`config.mk`:
```
export PLATFORM = sky130hd
export DESIGN_NAME = lrps_ram
export DESIGN_NICKNAME = d
export VERILOG_FILES = /design/src/hw/rtl/lrps_ram.sv
export SDC_FILE = /design/constraint.sdc
export NUM_CORES = 2
export LEC_CHECK = 0
export BUFFER_PORTS_ARGS = -buffer_cell sky130_fd_sc_hd__buf_2
export CORE_MARGIN = 2
export CORE_UTILIZATION = 41
export DETAILED_ROUTE_END_ITERATION = 10
export GPL_TIMING_DRIVEN = 0
export PLACE_DENSITY = 0.56
export SYNTH_ARGS = -nofsm -noshare
export SYNTH_HDL_FRONTEND = slang
export SYNTH_SLANG_ARGS = --single-unit
```
`constraint.sdc`:
```
create_clock -name clk -period 3.4 [get_ports clk]
set_clock_uncertainty 0.2 [all_clocks]
set_input_delay 0.34 -clock clk [delete_from_list [all_inputs] [get_ports clk]]
set_output_delay 0.34 -clock clk [all_outputs]
set_load 0.01 [all_outputs]
```
`src/hw/rtl/lrps_ram.sv`:
```
module lrps_ram #(
	parameter int DEPTH = 256,
	parameter int WIDTH = 16,
	localparam int AW = $clog2(DEPTH)
) (
	input  logic             clk,
	input  logic             we,
	input  logic [AW-1:0]    waddr,
	input  logic [WIDTH-1:0] wdata,
	input  logic [AW-1:0]    raddr,
	output logic [WIDTH-1:0] rdata
);

	logic [WIDTH-1:0] mem [DEPTH];

	always_ff @(posedge clk) begin
		if (we) begin
			mem[waddr] <= wdata;
		end
	end

	always_ff @(posedge clk) begin
		rdata <= mem[raddr];
	end

endmodule

```
# After elaboration in Yosys (flattened, before gate mapping)
# Memories as Yosys holds them, arrays and structs flattened. A register that Yosys moved wholly into a read port is not among the register bits.
# Index checks and enable logic that the tools add are counted.
[totals] reg_bits=0 ramBits=4096 inputBits=34 output_inout_bits=16 wordCells=3 n_memories=1
[classes] mux=2
[mem_list] memory="mem" depth=256 word_bits=16 read_ports=1 rd_ports_with_merged_regs=1 wr=1 line="14" text="logic [WIDTH-1:0] mem [DEPTH];"
[op_table] op="two-way mux 1 bit" count=2

# Depth between registers and ports, before layout
[logic_depth] depth_word=2 depth_mapped=12 ltp_nobuf=6

# Least setup slack after synthesis
# OpenSTA, ideal clock, no wires.
[synth_path] path_kind="input -> register" startpoint="in waddr[3]" endpoint="mem mem[235][0], enable pin" setup_time_ns=0.388 arrival_ns=2.117 t_required_ns=2.812 setup_slack_ns=0.695 stages=6 n_path_buf=3 path_cell_list="clkbuf_1 > nor2b_1 > clkbuf_1 > nand4_1 > clkbuf_1 > nor2_1"
[synth_lines] item="from (decl)" line="8" text="input logic [AW-1:0] waddr,"
[synth_lines] item="to (decl)" line="14"
# Straight into the memory's write port.

==> reports/summary.txt <==
Peak supply drop - 0.462 mV
Largest net degree at the start of global routing - 153
Total power - 108000 µW
Pins over their slew limit - 12
Failing checks - capacitance limit, slew limit, setup timing
Storage cell area - 0.123 mm²
Clock Sinks - 4112
Seq/Total Area, Yosys - 77.7%
Tot GR Track Use - 26.2%
Main flop type after synthesis - edfxtp_1
Maxcap violations - 1
Crit path required time - 4.05 ns
Placed wire-length estimate - 362000 µm
Detailed-route via count - 83600
PwrDens - 579 mW/mm²
RSZ-0062 raised after global routing - true
DRT antenna net count - 0
Slowest CP cell - nor4_4
Slew @ Worst Pin - 1.56 ns
Crit path cell chain - buf_2, nand2b_1, buf_2, clkbuf_2, clkbuf_2, o22ai_1, nor3_1, o21ai_0, nand3_1, nor4_4
Clock buffer depth - 4
Status - finished with violations
Setup slack at placement - -2.84 ns
Post-synth EDFFs - 4096
Width of the die - 626 µm
GPL Wtd Cong - 0.988
Die Height - 626 µm
Post-layout util - 48.3%
Die ar. - 0.392 mm²
Flops & latches, synth - 4112
Final Hold Slack - 0.0501 ns
Post-CTS setup buffer count - 0
Synth Area per Inst - 21.6 µm²
Fin crit period - 3.67 ns
Sw Share - 22.6%
Layout area overhead - 17.2%
Starting Density - 41.2%
Clk_lat worst skew - 1.00 ns
WHS Path Cells - 3
H-Tree Depth - 5
Clock power share - 41.9%
Number of global-route vias before repair - 81400
YS warnings - 0
Arr. time, crit path - 4.32 ns
Grt ovf - 0
P_sw - 24300 µW
Syn nets - 7394
Routed vias/inst - 6.11
First-pass GRT wire length - 698000 µm
Combinational fraction of design power - 6.1%
# setup viols final - 16
Setup crit start kind - input port
Cell row count - 228
Final worst setup slack - -0.271 ns
CP Max Fanout - 11
Clk root buf - clkbuf_16
Worst R2R Path Depth - 6
WL final - 521000 µm
Final-stage net count - 8161
Max incr delay on CP - 0.54 ns
IO Pins - 50
Wire per inst - 38.1 µm
Hold Crit Class - in2reg
Reg clk slew, reported paths - 0.06 ns
Post-synth cell types - 52
Initial antenna violation count - 41
First-pass DRT Iterations - 6
Sequential fraction of design power - 51.9%
Slew headroom - -4.07%
Num CTS Buffers - 416
Number of DRC markers in iteration 0 - 12500
Power Internal - 83300 µW
Detailed-route DRC error count - 0
Fill cell count - 31200
Share of the clock period used by the worst path - 108%
Core box area - 0.385 mm²
Crit end category - register
Pleak - 0.0586 µW
Kind of critical path - in2reg
Final hold viol count - 0
CTS tree - yes
Fraction of layout cells with a size suffix above 1 - 29.3%
Mapped cell area - 0.159 mm²
PortBufs - 39
Fmax - 272 MHz
Area of the multi-input gates - 0.0344 mm²
Post-Syn Instances - 7360
Async set or reset register ratio after synthesis - 0%
[cell type report]
cell class              instances  area share, %
flip-flops and latches       4112           66.3
multi-input cells            2792           18.5
clock buffers                 508           5.88
well taps                    5175           3.48
repair buffers                350           3.03
plain buffers                 451           1.58
clock inverters               261           1.28
diodes                         11         0.0148
inverters                       4        0.00807
[critical path, delay by kind of cell]
family | cells | cell delay (ns)
AOI/OAI and AO/OA | 2 | 1.03
buffers and inverters | 4 | 1.55
and+or+nand+nor | 4 | 1.31
[power groups by stage]
stage	Combinational [µW]	Clock (µW)	Sequential, µW
after floorplan	2760	0	57000
after global placement	5980	0	57200
after detailed placement	6280	0	57000
after CTS	6520	45600	55900
after global routing	6710	47500	55900
final	6610	45200	55900
[cells in the mapped netlist, drive strengths merged, types with 35 or more instances]
cell type	n	area, µm²
o221ai	253	2220
nand2	38	143
edfxtp	4096	123000
nand3	35	175
clkbuf	230	863
nor3	92	460
a22oi	43	323
o21ai	38	190
buf	222	1810
mux2	88	991
nor2	304	1140
o22ai	148	926
mux2i	565	5660
mux4	797	17900
a21oi	175	876
[stage by stage]
stage	instances	setup TNS, ns	area [µm²]
final	13700	-2.44	186000
after CTS	13700	0	186000
after global placement	12600	-	165000
after global routing	13700	-0.0727	186000
after floorplan	7360	0	159000
after detailed placement	12900	-380.61	171000
[cells in the final DEF (no fill, tap or decap), types with 93 or more instances in the layout]
cell type	instances
edfxtp_1	4096
mux4_2	797
mux2i_1	565
clkbuf_16	422
nor2_2	257
o221ai_1	236
buf_8	221
clkbuf_1	206
a21oi_1	175
o22ai_1	147
clkinv_1	97
buf_6	93
[routing by layer]
metal,wire (µm),global-route usage (%)
met4,24600,10.7
met3,53200,5.99
met5,60,0
met1,206000,36.4
met2,237000,40.2
[path summary, 6_finish.rpt]
kind                 from     endpoint  slack [ns]
max reg2reg  mem[243][14]    rdata[14]        0.32
min                    we  mem[196][0]        0.05
max              raddr[2]     rdata[6]       -0.27
min reg2reg  mem[218][11]    rdata[11]        0.96
[logic make-up after synthesis]
family	count (synthesis)	synth area share [%]
buf+inv	456	1.69
mux	1450	15.5
compound gates	786	3.54
simple gates	556	1.57
flops	4112	77.7
[what timing repair did]
item                                     CTS  global route
pin swaps                                  3             0
resized for setup                        285            25
endpoints found under the setup margin    16            15
hold buffers                              28             0
hold endpoints to repair                1962             0
[flip-flops by register name, indices dropped and copies added (netlist names)]
name   cells
rdata     16
mem     4096
(Power assumes the default switching activity.)
