## config.mk

```make
export PLATFORM = sky130hd
export DESIGN_NAME = lrps_ctrl_flat
export DESIGN_NICKNAME = d
export VERILOG_FILES = /design/src/hw/rtl/lrps_pkg.sv /design/src/hw/rtl/lrps_in_if.sv /design/src/hw/rtl/lrps_out_if.sv /design/src/hw/rtl/lrps_ctrl.sv /design/src/flat_wrapper.sv
export SDC_FILE = /design/constraint.sdc
export NUM_CORES = 1
export LEC_CHECK = 0
export ABC_AREA = 1
export BUFFER_PORTS_ARGS = -buffer_cell sky130_fd_sc_hd__buf_4
export CELL_PAD_IN_SITES_DETAIL_PLACEMENT = 1
export CELL_PAD_IN_SITES_GLOBAL_PLACEMENT = 1
export CORE_ASPECT_RATIO = 0.8
export CORE_MARGIN = 2
export CORE_UTILIZATION = 37
export DETAILED_ROUTE_END_ITERATION = 8
export PLACE_DENSITY_LB_ADDON = 0.1
export REMOVE_ABC_BUFFERS = 1
export SLEW_MARGIN = 5
export SYNTH_ARGS = -nofsm -noshare
export SYNTH_HDL_FRONTEND = slang
export SYNTH_SLANG_ARGS = --single-unit
```

## constraint.sdc

```tcl
create_clock -name clk -period 3.1 [get_ports clk]
set_input_delay 0.31 -clock clk [delete_from_list [all_inputs] [get_ports clk]]
set_output_delay 0.31 -clock clk [all_outputs]
set_load 0.005 [all_outputs]
```

## src/hw/rtl/lrps_pkg.sv

```systemverilog
package lrps_pkg;

	localparam int STATE_W = 9;
	localparam int SYM_W   = 7;
	localparam int PROD_W  = 8;
	localparam int LEN_W   = 4;
	localparam int KIND_W  = 3;
	localparam int SIU_W   = 8;

	localparam logic [SIU_W-1:0] SIU_RESET = 8'd128;

	typedef enum logic [1:0] {
		CMD_PARSE,
		CMD_LOAD_ACTION,
		CMD_LOAD_PROD,
		CMD_CLEAR
	} cmd_t;

	typedef enum logic [KIND_W-1:0] {
		ACT_ERROR  = 3'd0,
		ACT_SHIFT  = 3'd1,
		ACT_REDUCE = 3'd2,
		ACT_ACCEPT = 3'd3,
		ACT_GOTO   = 3'd4
	} act_kind_t;

	typedef enum logic [2:0] {
		EV_ERROR,
		EV_SHIFTED,
		EV_REDUCED,
		EV_ACCEPTED,
		EV_BAD_SYMBOL,
		EV_BAD_GOTO,
		EV_STACK_FAULT,
		EV_DONE
	} ev_kind_t;

	typedef enum logic [2:0] {
		ST_IDLE,
		ST_TOP,
		ST_ACTION,
		ST_PROD,
		ST_PRE,
		ST_GOTO,
		ST_EMIT
	} fsm_t;

	typedef struct packed {
		ev_kind_t             kind;
		logic [STATE_W-1:0]   new_state;
		logic [SYM_W-1:0]     symbol;
		logic [PROD_W-1:0]    production;
		logic [STATE_W-1:0]   top_state;
	} event_t;

	function automatic event_t make_event(
		input ev_kind_t           kind,
		input logic [STATE_W-1:0] new_state,
		input logic [SYM_W-1:0]   symbol,
		input logic [PROD_W-1:0]  production,
		input logic [STATE_W-1:0] top_state
	);
		event_t e;
		e.kind       = kind;
		e.new_state  = new_state;
		e.symbol     = symbol;
		e.production = production;
		e.top_state  = top_state;
		return e;
	endfunction

endpackage

```

## src/hw/rtl/lrps_in_if.sv

```systemverilog
interface lrps_in_if;
	logic                            valid;
	logic                            ready;
	lrps_pkg::cmd_t                  cmd;
	logic [lrps_pkg::SYM_W-1:0]      symbol_code;
	logic [lrps_pkg::STATE_W-1:0]    table_row_state;
	logic [lrps_pkg::KIND_W-1:0]     action_kind;
	logic [lrps_pkg::STATE_W-1:0]    action_target;
	logic [lrps_pkg::PROD_W-1:0]     production_number;
	logic [lrps_pkg::SYM_W-1:0]      production_head;
	logic [lrps_pkg::LEN_W-1:0]      production_length;

	modport source (
		output valid, cmd, symbol_code, table_row_state, action_kind, action_target,
			production_number, production_head, production_length,
		input ready
	);

	modport sink (
		input valid, cmd, symbol_code, table_row_state, action_kind, action_target,
			production_number, production_head, production_length,
		output ready
	);
endinterface

```

## src/hw/rtl/lrps_out_if.sv

```systemverilog
interface lrps_out_if;
	logic                            valid;
	logic                            ready;
	lrps_pkg::ev_kind_t              event_kind;
	logic [lrps_pkg::STATE_W-1:0]    new_state;
	logic [lrps_pkg::SYM_W-1:0]      event_symbol;
	logic [lrps_pkg::PROD_W-1:0]     reduced_production;
	logic [lrps_pkg::STATE_W-1:0]    top_state_seen;

	modport source (
		output valid, event_kind, new_state, event_symbol, reduced_production, top_state_seen,
		input ready
	);

	modport sink (
		input valid, event_kind, new_state, event_symbol, reduced_production, top_state_seen,
		output ready
	);
endinterface

```

## src/hw/rtl/lrps_ctrl.sv

```systemverilog
module lrps_ctrl #(
	parameter int STACK_DEPTH     = 256,
	parameter int NUM_STATES      = 512,
	parameter int NUM_SYMBOLS     = 128,
	parameter int NUM_PRODUCTIONS = 256,
	parameter int MAX_BODY        = 15,
	localparam int AA_W    = $clog2(NUM_STATES * NUM_SYMBOLS),
	localparam int PIDX_W  = $clog2(NUM_PRODUCTIONS),
	localparam int SADDR_W = $clog2(STACK_DEPTH),
	localparam int DEPTH_W = $clog2(STACK_DEPTH + 1),
	localparam int LB_W    = $clog2(MAX_BODY + 1),
	localparam int ACT_W   = lrps_pkg::KIND_W + lrps_pkg::STATE_W,
	localparam int PRD_W   = lrps_pkg::SYM_W + LB_W,
	localparam int STK_W   = lrps_pkg::SYM_W + lrps_pkg::STATE_W
) (
	input  logic                       clk,
	input  logic                       arst_n,
	lrps_in_if.sink                    items,
	lrps_out_if.source                 events,
	input  logic                       cfg_we,
	input  logic [lrps_pkg::SIU_W-1:0] cfg_wdata,
	output logic                       act_we,
	output logic [AA_W-1:0]            act_waddr,
	output logic [ACT_W-1:0]           act_wdata,
	output logic [AA_W-1:0]            act_raddr,
	input  logic [ACT_W-1:0]           act_rdata,
	output logic                       prod_we,
	output logic [PIDX_W-1:0]          prod_waddr,
	output logic [PRD_W-1:0]           prod_wdata,
	output logic [PIDX_W-1:0]          prod_raddr,
	input  logic [PRD_W-1:0]           prod_rdata,
	output logic                       stk_we,
	output logic [SADDR_W-1:0]         stk_waddr,
	output logic [STK_W-1:0]           stk_wdata,
	output logic [SADDR_W-1:0]         stk_raddr,
	input  logic [STK_W-1:0]           stk_rdata
);

	localparam int STATE_W = lrps_pkg::STATE_W;
	localparam int SYM_W   = lrps_pkg::SYM_W;
	localparam int PROD_W  = lrps_pkg::PROD_W;

	lrps_pkg::fsm_t             state_q, state_d;
	logic [DEPTH_W-1:0]         depth_q, depth_d;
	logic [lrps_pkg::SIU_W-1:0] siu_q;
	logic [SYM_W-1:0]           sym_q, sym_d;
	logic [STATE_W-1:0]         st_q, st_d;
	logic [STATE_W-1:0]         tgt_q, tgt_d;
	logic [SYM_W-1:0]           head_q, head_d;
	logic [DEPTH_W-1:0]         base_q, base_d;
	lrps_pkg::event_t           res_q, res_d;
	lrps_pkg::event_t           ev_q;
	logic                       out_valid_q;

	logic                       accept;
	logic                       out_free;
	logic                       ev_load;
	logic [STATE_W-1:0]         stk_state;
	logic [STATE_W-1:0]         top_st;
	logic [STATE_W-1:0]         pre_st;
	logic [STATE_W-1:0]         rd_row;
	logic [SYM_W-1:0]           rd_col;
	lrps_pkg::act_kind_t        act_kind;
	logic [STATE_W-1:0]         act_tgt;
	logic [SYM_W-1:0]           prod_head;
	logic [LB_W-1:0]            prod_len;
	logic [LB_W-1:0]            len_sat;
	int                         rem;

	assign items.ready = (state_q == lrps_pkg::ST_IDLE);
	assign accept      = items.valid && items.ready;
	assign out_free    = !out_valid_q || events.ready;

	assign stk_state = stk_rdata[STATE_W-1:0];
	assign top_st    = (depth_q == '0) ? '0 : stk_state;
	assign pre_st    = (base_q == '0) ? '0 : stk_state;
	assign rd_row    = (state_q == lrps_pkg::ST_PRE) ? pre_st : top_st;
	assign rd_col    = (state_q == lrps_pkg::ST_PRE) ? head_q : sym_q;
	assign act_raddr = AA_W'(int'(rd_row) * NUM_SYMBOLS + int'(rd_col));

	assign act_kind  = lrps_pkg::act_kind_t'(act_rdata[ACT_W-1 -: lrps_pkg::KIND_W]);
	assign act_tgt   = act_rdata[STATE_W-1:0];
	assign prod_head = prod_rdata[LB_W +: SYM_W];
	assign prod_len  = prod_rdata[LB_W-1:0];
	assign rem       = int'(depth_q) - int'(prod_len);

	assign act_waddr = AA_W'(int'(items.table_row_state) * NUM_SYMBOLS +
		int'(items.symbol_code));
	assign act_wdata = {items.action_kind, items.action_target};

	assign len_sat    = (int'(items.production_length) > MAX_BODY) ? LB_W'(MAX_BODY)
		: LB_W'(items.production_length);
	assign prod_waddr = PIDX_W'(items.production_number);
	assign prod_wdata = {items.production_head, len_sat};
	assign prod_raddr = PIDX_W'(act_tgt);

	always_comb begin
		state_d   = state_q;
		depth_d   = depth_q;
		sym_d     = sym_q;
		st_d      = st_q;
		tgt_d     = tgt_q;
		head_d    = head_q;
		base_d    = base_q;
		res_d     = res_q;
		ev_load   = 1'b0;
		act_we    = 1'b0;
		prod_we   = 1'b0;
		stk_we    = 1'b0;
		stk_waddr = SADDR_W'(depth_q);
		stk_wdata = {sym_q, act_tgt};
		stk_raddr = SADDR_W'(int'(depth_q) - 1);

		unique case (state_q)
			lrps_pkg::ST_IDLE: begin
				if (accept) begin
					sym_d = items.symbol_code;
					res_d = lrps_pkg::make_event(lrps_pkg::EV_DONE, '0, '0, '0, '0);
					state_d = lrps_pkg::ST_EMIT;
					unique case (items.cmd)
						lrps_pkg::CMD_LOAD_ACTION: begin
							act_we = (int'(items.table_row_state) < NUM_STATES) &&
								(int'(items.symbol_code) < NUM_SYMBOLS);
						end
						lrps_pkg::CMD_LOAD_PROD: begin
							prod_we = int'(items.production_number) < NUM_PRODUCTIONS;
						end
						lrps_pkg::CMD_CLEAR: begin
							depth_d = '0;
						end
						lrps_pkg::CMD_PARSE: begin
							if (({1'b0, items.symbol_code} >= siu_q) ||
								(int'(items.symbol_code) >= NUM_SYMBOLS)) begin
								res_d = lrps_pkg::make_event(lrps_pkg::EV_BAD_SYMBOL,
									'0, '0, '0, '0);
							end else begin
								state_d = lrps_pkg::ST_TOP;
							end
						end
						default: begin
							state_d = lrps_pkg::ST_EMIT;
						end
					endcase
				end
			end
			lrps_pkg::ST_TOP: begin
				st_d = top_st;
				if (int'(top_st) >= NUM_STATES) begin
					res_d = lrps_pkg::make_event(lrps_pkg::EV_ERROR, '0, '0, '0, top_st);
					state_d = lrps_pkg::ST_EMIT;
				end else begin
					state_d = lrps_pkg::ST_ACTION;
				end
			end
			lrps_pkg::ST_ACTION: begin
				state_d = lrps_pkg::ST_EMIT;
				unique case (act_kind)
					lrps_pkg::ACT_SHIFT: begin
						if (int'(depth_q) >= STACK_DEPTH) begin
							res_d = lrps_pkg::make_event(lrps_pkg::EV_STACK_FAULT,
								'0, '0, '0, st_q);
						end else begin
							stk_we  = 1'b1;
							depth_d = depth_q + DEPTH_W'(1);
							res_d   = lrps_pkg::make_event(lrps_pkg::EV_SHIFTED,
								act_tgt, sym_q, '0, st_q);
						end
					end
					lrps_pkg::ACT_ACCEPT: begin
						res_d = lrps_pkg::make_event(lrps_pkg::EV_ACCEPTED, '0, '0, '0, st_q);
					end
					lrps_pkg::ACT_REDUCE: begin
						if (int'(act_tgt) >= NUM_PRODUCTIONS) begin
							res_d = lrps_pkg::make_event(lrps_pkg::EV_ERROR,
								'0, '0, '0, st_q);
						end else begin
							tgt_d   = act_tgt;
							state_d = lrps_pkg::ST_PROD;
						end
					end
					default: begin
						res_d = lrps_pkg::make_event(lrps_pkg::EV_ERROR, '0, '0, '0, st_q);
					end
				endcase
			end
			lrps_pkg::ST_PROD: begin
				head_d    = prod_head;
				stk_raddr = SADDR_W'(rem - 1);
				if ((rem < 0) || (rem >= STACK_DEPTH)) begin
					res_d = lrps_pkg::make_event(lrps_pkg::EV_STACK_FAULT,
						'0, '0, '0, st_q);
					state_d = lrps_pkg::ST_EMIT;
				end else begin
					base_d  = DEPTH_W'(rem);
					state_d = lrps_pkg::ST_PRE;
				end
			end
			lrps_pkg::ST_PRE: begin
				if ((int'(head_q) >= NUM_SYMBOLS) || (int'(pre_st) >= NUM_STATES)) begin
					res_d = lrps_pkg::make_event(lrps_pkg::EV_BAD_GOTO, '0, '0, '0, st_q);
					state_d = lrps_pkg::ST_EMIT;
				end else begin
					state_d = lrps_pkg::ST_GOTO;
				end
			end
			lrps_pkg::ST_GOTO: begin
				state_d   = lrps_pkg::ST_EMIT;
				stk_waddr = SADDR_W'(base_q);
				stk_wdata = {head_q, act_tgt};
				if (act_kind != lrps_pkg::ACT_GOTO) begin
					res_d = lrps_pkg::make_event(lrps_pkg::EV_BAD_GOTO, '0, '0, '0, st_q);
				end else begin
					stk_we  = 1'b1;
					depth_d = base_q + DEPTH_W'(1);
					res_d   = lrps_pkg::make_event(lrps_pkg::EV_REDUCED,
						act_tgt, head_q, PROD_W'(tgt_q), st_q);
				end
			end
			lrps_pkg::ST_EMIT: begin
				if (out_free) begin
					ev_load = 1'b1;
					state_d = lrps_pkg::ST_IDLE;
				end
			end
			default: begin
				state_d = lrps_pkg::ST_IDLE;
			end
		endcase
	end

	always_ff @(posedge clk or negedge arst_n) begin
		if (!arst_n) begin
			state_q     <= lrps_pkg::ST_IDLE;
			depth_q     <= '0;
			siu_q       <= lrps_pkg::SIU_RESET;
			out_valid_q <= 1'b0;
		end else begin
			state_q <= state_d;
			depth_q <= depth_d;
			if (cfg_we) begin
				siu_q <= cfg_wdata;
			end
			if (ev_load) begin
				out_valid_q <= 1'b1;
			end else if (events.ready) begin
				out_valid_q <= 1'b0;
			end
		end
	end

	always_ff @(posedge clk) begin
		sym_q  <= sym_d;
		st_q   <= st_d;
		tgt_q  <= tgt_d;
		head_q <= head_d;
		base_q <= base_d;
		res_q  <= res_d;
		if (ev_load) begin
			ev_q <= res_q;
		end
	end

	assign events.valid              = out_valid_q;
	assign events.event_kind         = ev_q.kind;
	assign events.new_state          = ev_q.new_state;
	assign events.event_symbol       = ev_q.symbol;
	assign events.reduced_production = ev_q.production;
	assign events.top_state_seen     = ev_q.top_state;

	a_depth_bound: assert property (@(posedge clk) disable iff (!arst_n)
		int'(depth_q) <= STACK_DEPTH)
		else $error("Stack depth exceeds the stack size.");

	a_push_depth: assert property (@(posedge clk) disable iff (!arst_n)
		stk_we |=> (int'(depth_q) == int'($past(stk_waddr)) + 1))
		else $error("Stack depth does not follow the pushed entry.");

	a_accept_busy: assert property (@(posedge clk) disable iff (!arst_n)
		accept |=> (state_q != lrps_pkg::ST_IDLE))
		else $error("An accepted item left no work in flight.");

	a_emit_valid: assert property (@(posedge clk) disable iff (!arst_n)
		(state_q == lrps_pkg::ST_EMIT && out_free) |=> events.valid)
		else $error("A finished event was not presented.");

	a_table_write: assert property (@(posedge clk) disable iff (!arst_n)
		(act_we || prod_we) |-> accept)
		else $error("A table write happened outside an item transfer.");

endmodule

```

## src/flat_wrapper.sv

```systemverilog
// flat-port wrapper written by rule: the top's interface ports become plain ports
module lrps_ctrl_flat 
#(
	parameter int STACK_DEPTH     = 256,
	parameter int NUM_STATES      = 512,
	parameter int NUM_SYMBOLS     = 128,
	parameter int NUM_PRODUCTIONS = 256,
	parameter int MAX_BODY        = 15,
	localparam int AA_W    = $clog2(NUM_STATES * NUM_SYMBOLS),
	localparam int PIDX_W  = $clog2(NUM_PRODUCTIONS),
	localparam int SADDR_W = $clog2(STACK_DEPTH),
	localparam int DEPTH_W = $clog2(STACK_DEPTH + 1),
	localparam int LB_W    = $clog2(MAX_BODY + 1),
	localparam int ACT_W   = lrps_pkg::KIND_W + lrps_pkg::STATE_W,
	localparam int PRD_W   = lrps_pkg::SYM_W + LB_W,
	localparam int STK_W   = lrps_pkg::SYM_W + lrps_pkg::STATE_W
)
  (clk, arst_n, cfg_we, cfg_wdata, act_we, act_waddr, act_wdata, act_raddr, act_rdata, prod_we, prod_waddr, prod_wdata, prod_raddr, prod_rdata, stk_we, stk_waddr, stk_wdata, stk_raddr, stk_rdata, items_valid, items_cmd, items_symbol_code, items_table_row_state, items_action_kind, items_action_target, items_production_number, items_production_head, items_production_length, items_ready, events_valid, events_event_kind, events_new_state, events_event_symbol, events_reduced_production, events_top_state_seen, events_ready);
  lrps_in_if items_i ();
  lrps_out_if events_i ();
  input  logic clk;
  input  logic arst_n;
  input  logic cfg_we;
  input  logic [lrps_pkg::SIU_W-1:0] cfg_wdata;
  output logic act_we;
  output logic [AA_W-1:0] act_waddr;
  output logic [ACT_W-1:0] act_wdata;
  output logic [AA_W-1:0] act_raddr;
  input  logic [ACT_W-1:0] act_rdata;
  output logic prod_we;
  output logic [PIDX_W-1:0] prod_waddr;
  output logic [PRD_W-1:0] prod_wdata;
  output logic [PIDX_W-1:0] prod_raddr;
  input  logic [PRD_W-1:0] prod_rdata;
  output logic stk_we;
  output logic [SADDR_W-1:0] stk_waddr;
  output logic [STK_W-1:0] stk_wdata;
  output logic [SADDR_W-1:0] stk_raddr;
  input  logic [STK_W-1:0] stk_rdata;
  input wire logic [$bits(items_i.valid)-1:0] items_valid;
  input wire logic [$bits(items_i.cmd)-1:0] items_cmd;
  input wire logic [$bits(items_i.symbol_code)-1:0] items_symbol_code;
  input wire logic [$bits(items_i.table_row_state)-1:0] items_table_row_state;
  input wire logic [$bits(items_i.action_kind)-1:0] items_action_kind;
  input wire logic [$bits(items_i.action_target)-1:0] items_action_target;
  input wire logic [$bits(items_i.production_number)-1:0] items_production_number;
  input wire logic [$bits(items_i.production_head)-1:0] items_production_head;
  input wire logic [$bits(items_i.production_length)-1:0] items_production_length;
  output wire logic [$bits(items_i.ready)-1:0] items_ready;
  output wire logic [$bits(events_i.valid)-1:0] events_valid;
  output wire logic [$bits(events_i.event_kind)-1:0] events_event_kind;
  output wire logic [$bits(events_i.new_state)-1:0] events_new_state;
  output wire logic [$bits(events_i.event_symbol)-1:0] events_event_symbol;
  output wire logic [$bits(events_i.reduced_production)-1:0] events_reduced_production;
  output wire logic [$bits(events_i.top_state_seen)-1:0] events_top_state_seen;
  input wire logic [$bits(events_i.ready)-1:0] events_ready;
  assign items_i.valid = items_valid;
  assign items_i.cmd = items_cmd;
  assign items_i.symbol_code = items_symbol_code;
  assign items_i.table_row_state = items_table_row_state;
  assign items_i.action_kind = items_action_kind;
  assign items_i.action_target = items_action_target;
  assign items_i.production_number = items_production_number;
  assign items_i.production_head = items_production_head;
  assign items_i.production_length = items_production_length;
  assign items_ready = items_i.ready;
  assign events_valid = events_i.valid;
  assign events_event_kind = events_i.event_kind;
  assign events_new_state = events_i.new_state;
  assign events_event_symbol = events_i.event_symbol;
  assign events_reduced_production = events_i.reduced_production;
  assign events_top_state_seen = events_i.top_state_seen;
  assign events_i.ready = events_ready;
  lrps_ctrl #(.STACK_DEPTH(STACK_DEPTH), .NUM_STATES(NUM_STATES), .NUM_SYMBOLS(NUM_SYMBOLS), .NUM_PRODUCTIONS(NUM_PRODUCTIONS), .MAX_BODY(MAX_BODY)) u_core (.clk(clk), .arst_n(arst_n), .items(items_i), .events(events_i), .cfg_we(cfg_we), .cfg_wdata(cfg_wdata), .act_we(act_we), .act_waddr(act_waddr), .act_wdata(act_wdata), .act_raddr(act_raddr), .act_rdata(act_rdata), .prod_we(prod_we), .prod_waddr(prod_waddr), .prod_wdata(prod_wdata), .prod_raddr(prod_raddr), .prod_rdata(prod_rdata), .stk_we(stk_we), .stk_waddr(stk_waddr), .stk_wdata(stk_wdata), .stk_raddr(stk_raddr), .stk_rdata(stk_rdata));
endmodule
```

After elaboration in Yosys (flattened, before gate mapping)
Index checks and enable logic that the tools add are counted.

cells by class
  add/subtract/negate cells = 7
  magnitude comparators = 5
  eq/ne operators = 21
  muxes and demuxes = 44
  bitwise gates (word level) = 2
  reduce and logical (&&, ||, !) cells = 17

operator list
  kind                                                                    count
  36-bit 2-to-1 mux                                                       6
  36-bit one-hot mux with 4 select lines                                  1
  36-bit one-hot mux with 3 select lines                                  1
  9-bit 2-to-1 mux                                                        8
  35-bit 2-to-1 mux                                                       1
  16-bit by 7-bit adder with 16-bit output                                2
  9-bit one-hot mux with 3 select lines                                   1
  3-bit one-hot mux with 7 select lines                                   1
  9-bit by 1-bit adder with 9-bit output (second input constant)          2
  9-bit greater-or-equal comparator (second input constant)               2
  9-bit logical NOT                                                       2
  3-bit 2-to-1 mux                                                        6
  16-bit 2-to-1 mux                                                       1
  8-bit 2-to-1 mux                                                        2
  1-bit 2-to-1 mux                                                        13
  3-bit by 2-bit equality test with 1-bit output (second input constant)  4
  10-bit greater-or-equal comparator (second input constant)              1
  10-bit by 1-bit < comparator with 1-bit output (second input constant)  1
  2-bit != test (second input constant)                                   5
  9-bit by 4-bit subtractor with 10-bit output                            1
  3-bit equality test (second input constant)                             3
  7-bit by 8-bit greater-or-equal comparator with 1-bit output            1
  8-bit by 1-bit subtractor with 8-bit output (second input constant)     1
  8-bit by 2-bit subtractor with 8-bit output (second input constant)     1
  other kinds (22)                                                        29

word-level totals
  flip-flop bits (word level) = 133
  bits of input ports = 101
  output and inout port bits = 144

Depth between registers and ports, before layout
  depth after elaboration = 5
  depth in mapped cells = 15

Least setup slack after synthesis
OpenSTA, ideal clock, no wires.

  path type = register -> register
  from = register u_core.state_q[0]
  to = register u_core.ev_q, in the netlist u_core.events.event_kind[0], enable pin
  setup time = 0.429 ns
  data arrival time = 2.288 ns
  data required time = 2.671 ns
  slack = 0.383 ns
  stages on the path, launching flop included = 4
  cells stage by stage = dfrtp_1 -> nor3_1 -> inv_1 -> nor2_1

on the way
  cells in the longest elaborated chain, start to end = 2

ends and longest elaborated chain
  item                    RTL line          source
  start, declared         lrps_ctrl.sv:43   lrps_pkg::fsm_t state_q, state_d;
  start signal, assigned  lrps_ctrl.sv:233  state_q <= lrps_pkg::ST_IDLE;
  start signal, assigned  lrps_ctrl.sv:238  state_q <= state_d;
  3-bit equality test     lrps_ctrl.sv:114  unique case (state_q)
  1-bit 2-to-1 mux        lrps_ctrl.sv:114
  net u_core.ev_load      lrps_ctrl.sv:57   logic ev_load;
  end signal, assigned    lrps_ctrl.sv:259  ev_q <= res_q;
  end, declared           lrps_ctrl.sv:52   lrps_pkg::event_t ev_q;

The timed path passes the listed nets, and every way through them passes these cells.
A chain may end at the register's enable or synchronous reset.

==> run_results.csv <==
group,metric,value,unit
logic_synthesis,synth_top_area_share,50.1,%
placed_design,dpl_worst_slack,0.444,ns
cells_and_area,fillers,2008,
cells_and_area,drive_gt1_share,29.8,%
clock_tree,clock_latency,0.43,ns
critical_path,worstSetupPathType,"reg2out",
logic_synthesis,synth_area,6710,um2
sta,setup_violations,0,
grt,grt_pass1_vias,5107,
die,die_y,124,um
placed_design,io_buffer_count,157,
logic_synthesis,netlist_instances,680,
drt,via_per_inst,4.83,
sta,skew,0.0108,ns
drt,postRouteAntennaNets,0,
placed_design,dp_hpwl,14700,um
power_and_ir_drop,power_per_cell_area,918,nW/um2
drt,wl_per_cell,18.4,um
outcome,status,"completed",
critical_path,critPathArrivalTime,2.61,ns
critical_path,cp_top_family,"simple AND/OR/NAND/NOR gates",
grt,grt_start_max_net_pins,37,
grt,overflow,0,
sta,tightest_slew,0.796,ns
grt,grt_antenna_before_repair,0,
clock_tree,htreeDepth,4,
die,dieArea,19200,um2
logic_synthesis,ys_warn_count,0,
power_and_ir_drop,combPwrFrac,35.8,%
critical_path,crit_start,"u_core.depth_q[0]$_DFFE_PN0P_",
sta,fin_crit_sh,94.2,%
cells_and_area,diodes,0,
drt,dr_total_vias,4987,
power_and_ir_drop,clockPowerShare,26.7,%
placed_design,dpl_cell_area,7700,um2
critical_path,cp-start-kind,"register",
logic_synthesis,synth_commonest_cells,"nand2_1 (132), edfxtp_1 (112), inv_1 (97)",
cells_and_area,fin_nets,906,
clock_tree,cts_sinks,133,
sta,setup_tns,0,ns
flow_run,drv_cap,0,
logic_synthesis,syn_area_per_cell,9.86,um2
sta,grt_setup_unrepaired,"false",
logic_synthesis,synth-edff-count,112,
min_path,hold_class,"in2reg",
critical_path,max_stage_delay,0.37,ns
clock_tree,numCtsBuffers,17,
clock_tree,cts-root-buf,"clkbuf_16",
sta,relSlewSlack,46.8,%
power_and_ir_drop,p_sw,2.64,mW
die,die_w,155,um
cells_and_area,fin_area,8350,um2
clock_tree,clkTransAtPathRegs,0.06,ns
critical_path,critPathRequiredTime,2.79,ns
power_and_ir_drop,p_sw_share,34.4,%
logic_synthesis,synthArstFlopShare,15.8,%
logic_synthesis,synthFlopType,"edfxtp_1",
grt,grt_usage,20.2,%
logic_synthesis,ys_seq_area_share,58.0,%
sta,final_hold_viol_count,0,
drt,first_pass_iters,4,
power_and_ir_drop,p_leak,3.76,nW
power_and_ir_drop,finalPower,7.67,mW
drt,drt-total-wl,19000,um
power_and_ir_drop,p_seq_share,37.5,%
die,start_util,37.4,%
logic_synthesis,yosysTopAreaCell,"edfxtp_1",
critical_path,cp_common_cell,"nand2_1",
sta,fmax,342,MHz
logic_synthesis,ys_ff_latch,133,
logic_synthesis,synth.area.top_cells,"edfxtp_1 (50%), dfrtp_1 (7.5%), nand2_1 (7.4%)",
sta,fin_crit,2.92,ns
critical_path,worst-path-buf-inv,3,
power_and_ir_drop,p_int,5.03,mW
drt,drc,0,
critical_path,path_cells,"inv_2, ha_2, fa_2, inv_1, nand2_1, and2_1, nor2_2, nand3_2, nor2_4, nand2_1, nand2_1, nand3_1, o21ai_0, buf_4",
sta,timing.hold.ws,0.0589,ns
die,io_pins,245,
drt,first_iter_violations,193,
grt,grt_pass1_wl,29100,um
critical_path,worstSetupEndpointType,"output pin",
critical_path,cp_slowest_cell,"fa_2",
logic_synthesis,yosysMostFrequentCell,"nand2_1",
sta,finalMaxSlewViolations,0,
die,core_area,17900,um2
min_path,min_from,"prod_rdata[10]",
logic_synthesis,ys_types,43,
clock_tree,cts_tree,"done",
cells_and_area,syn2layout_area_growth,24.5,%
sta,layout_setup_ws,0.179,ns
die,row_count,44,
placed_design,place.gp.congestion,0.847,
critical_path,critPathMaxFanout,5,
critical_path,reg2reg_from,"u_core.depth_q[0]$_DFFE_PN0P_",
clock_tree,cts_max_path_buffers,2,
power_and_ir_drop,ir_drop,0.439,mV
[stage by stage]
step / util, % / std cells
after floorplan: - / 607
after global placement: 42.9 / 999
after detailed placement: 42.9 / 999
after CTS: 46.3 / 1032
after global routing: 46.5 / 1033
final: 46.5 / 1033
[cell families after synthesis]
kind of cell,Yosys count,share of synthesized area (%)
fa+ha+maj,15,2.91
compound gates,62,5.32
xor+xnor,3,0.392
buf+inv,182,14.1
flops,133,58.0
simple gates,283,18.9
mux,2,0.317
[cells in the final DEF, fill, tap and decap left out, types with 8 or more instances in the layout]
master / Yosys / layout
o22ai_1: 8 / 8
buf_4: 64 / 161
inv_1: 97 / 96
clkbuf_16: 0 / 17
nor2_1: 80 / 76
o21ai_0: 32 / 32
nand3_1: 32 / 30
a21oi_1: 8 / 8
inv_2: 10 / 11
dfrtp_1: 20 / 20
nand2_1: 132 / 132
nand4_1: 10 / 10
ha_1: 14 / 13
edfxtp_1: 112 / 112
[final cells by class]
type / instances / area [um2] / area share (%)
sequential: 133 / 3890 / 46.6
multi-input combinational: 365 / 1910 / 22.9
timing repair buffer: 164 / 1260 / 15.1
clock buffer: 18 / 429 / 5.14
inverter: 109 / 414 / 4.96
tap: 230 / 288 / 3.44
clock inverter: 14 / 165 / 1.98
[sequential cells by signal, indices dropped and copies added (netlist names)]
signal                            count
u_core.base_q                         9
u_core.depth_q                        9
u_core.events.event_kind              3
u_core.events.event_symbol            7
u_core.events.new_state               9
u_core.events.reduced_production      8
u_core.events.top_state_seen          9
u_core.events.valid                   1
u_core.head_q                         7
u_core.res_q                         36
u_core.siu_q                          8
u_core.st_q                           9
u_core.state_q                        3
u_core.sym_q                          7
u_core.tgt_q                          8
[layer usage]
metal  vias up  wire length (um)  track usage, %
met3        19              1840            10.0
met1      2373              8860            27.2
met2       203              7940            28.3
met4         4               203            5.56
met5         -               139            6.35
li1       2388                 -               -
[worst paths after layout]
kind,to,slack [ns],depth (start not counted)
max,stk_raddr[6],0.18,14
min,u_core.head_q[6]$_DFFE_PP_,0.06,1
max reg2reg,u_core.base_q[4]$_DFFE_PP_,0.69,11
min reg2reg,u_core.events.new_state[5]$_DFFE_PP_,0.42,0
max in group asynchronous,u_core.siu_q[7]$_DFFE_PN1P_,2.49,2
min in group asynchronous,u_core.siu_q[0]$_DFFE_PN0P_,0.31,2
[timing repair]
item | 4_1_cts | 5_1_grt
pin swaps | 0 | 4
setup endpoints to repair | 2 | 13
setup buffers | 0 | 1
resized for setup | 2 | 8
hold buffers | 1 | 0
endpoints found under the hold margin | 20 | 0
[power by group through the flow]
stage          registers [mW]  logic, mW  clock network, mW
2_1_floorplan            2.89       1.35                  0
3_3_place_gp             2.88       2.61                  0
3_5_place_dp             2.92       2.69                  0
4_1_cts                  2.89       2.71               2.10
5_1_grt                  2.93       3.05               2.17
6_report                 2.88       2.74               2.04
(Power assumes the default switching activity.)
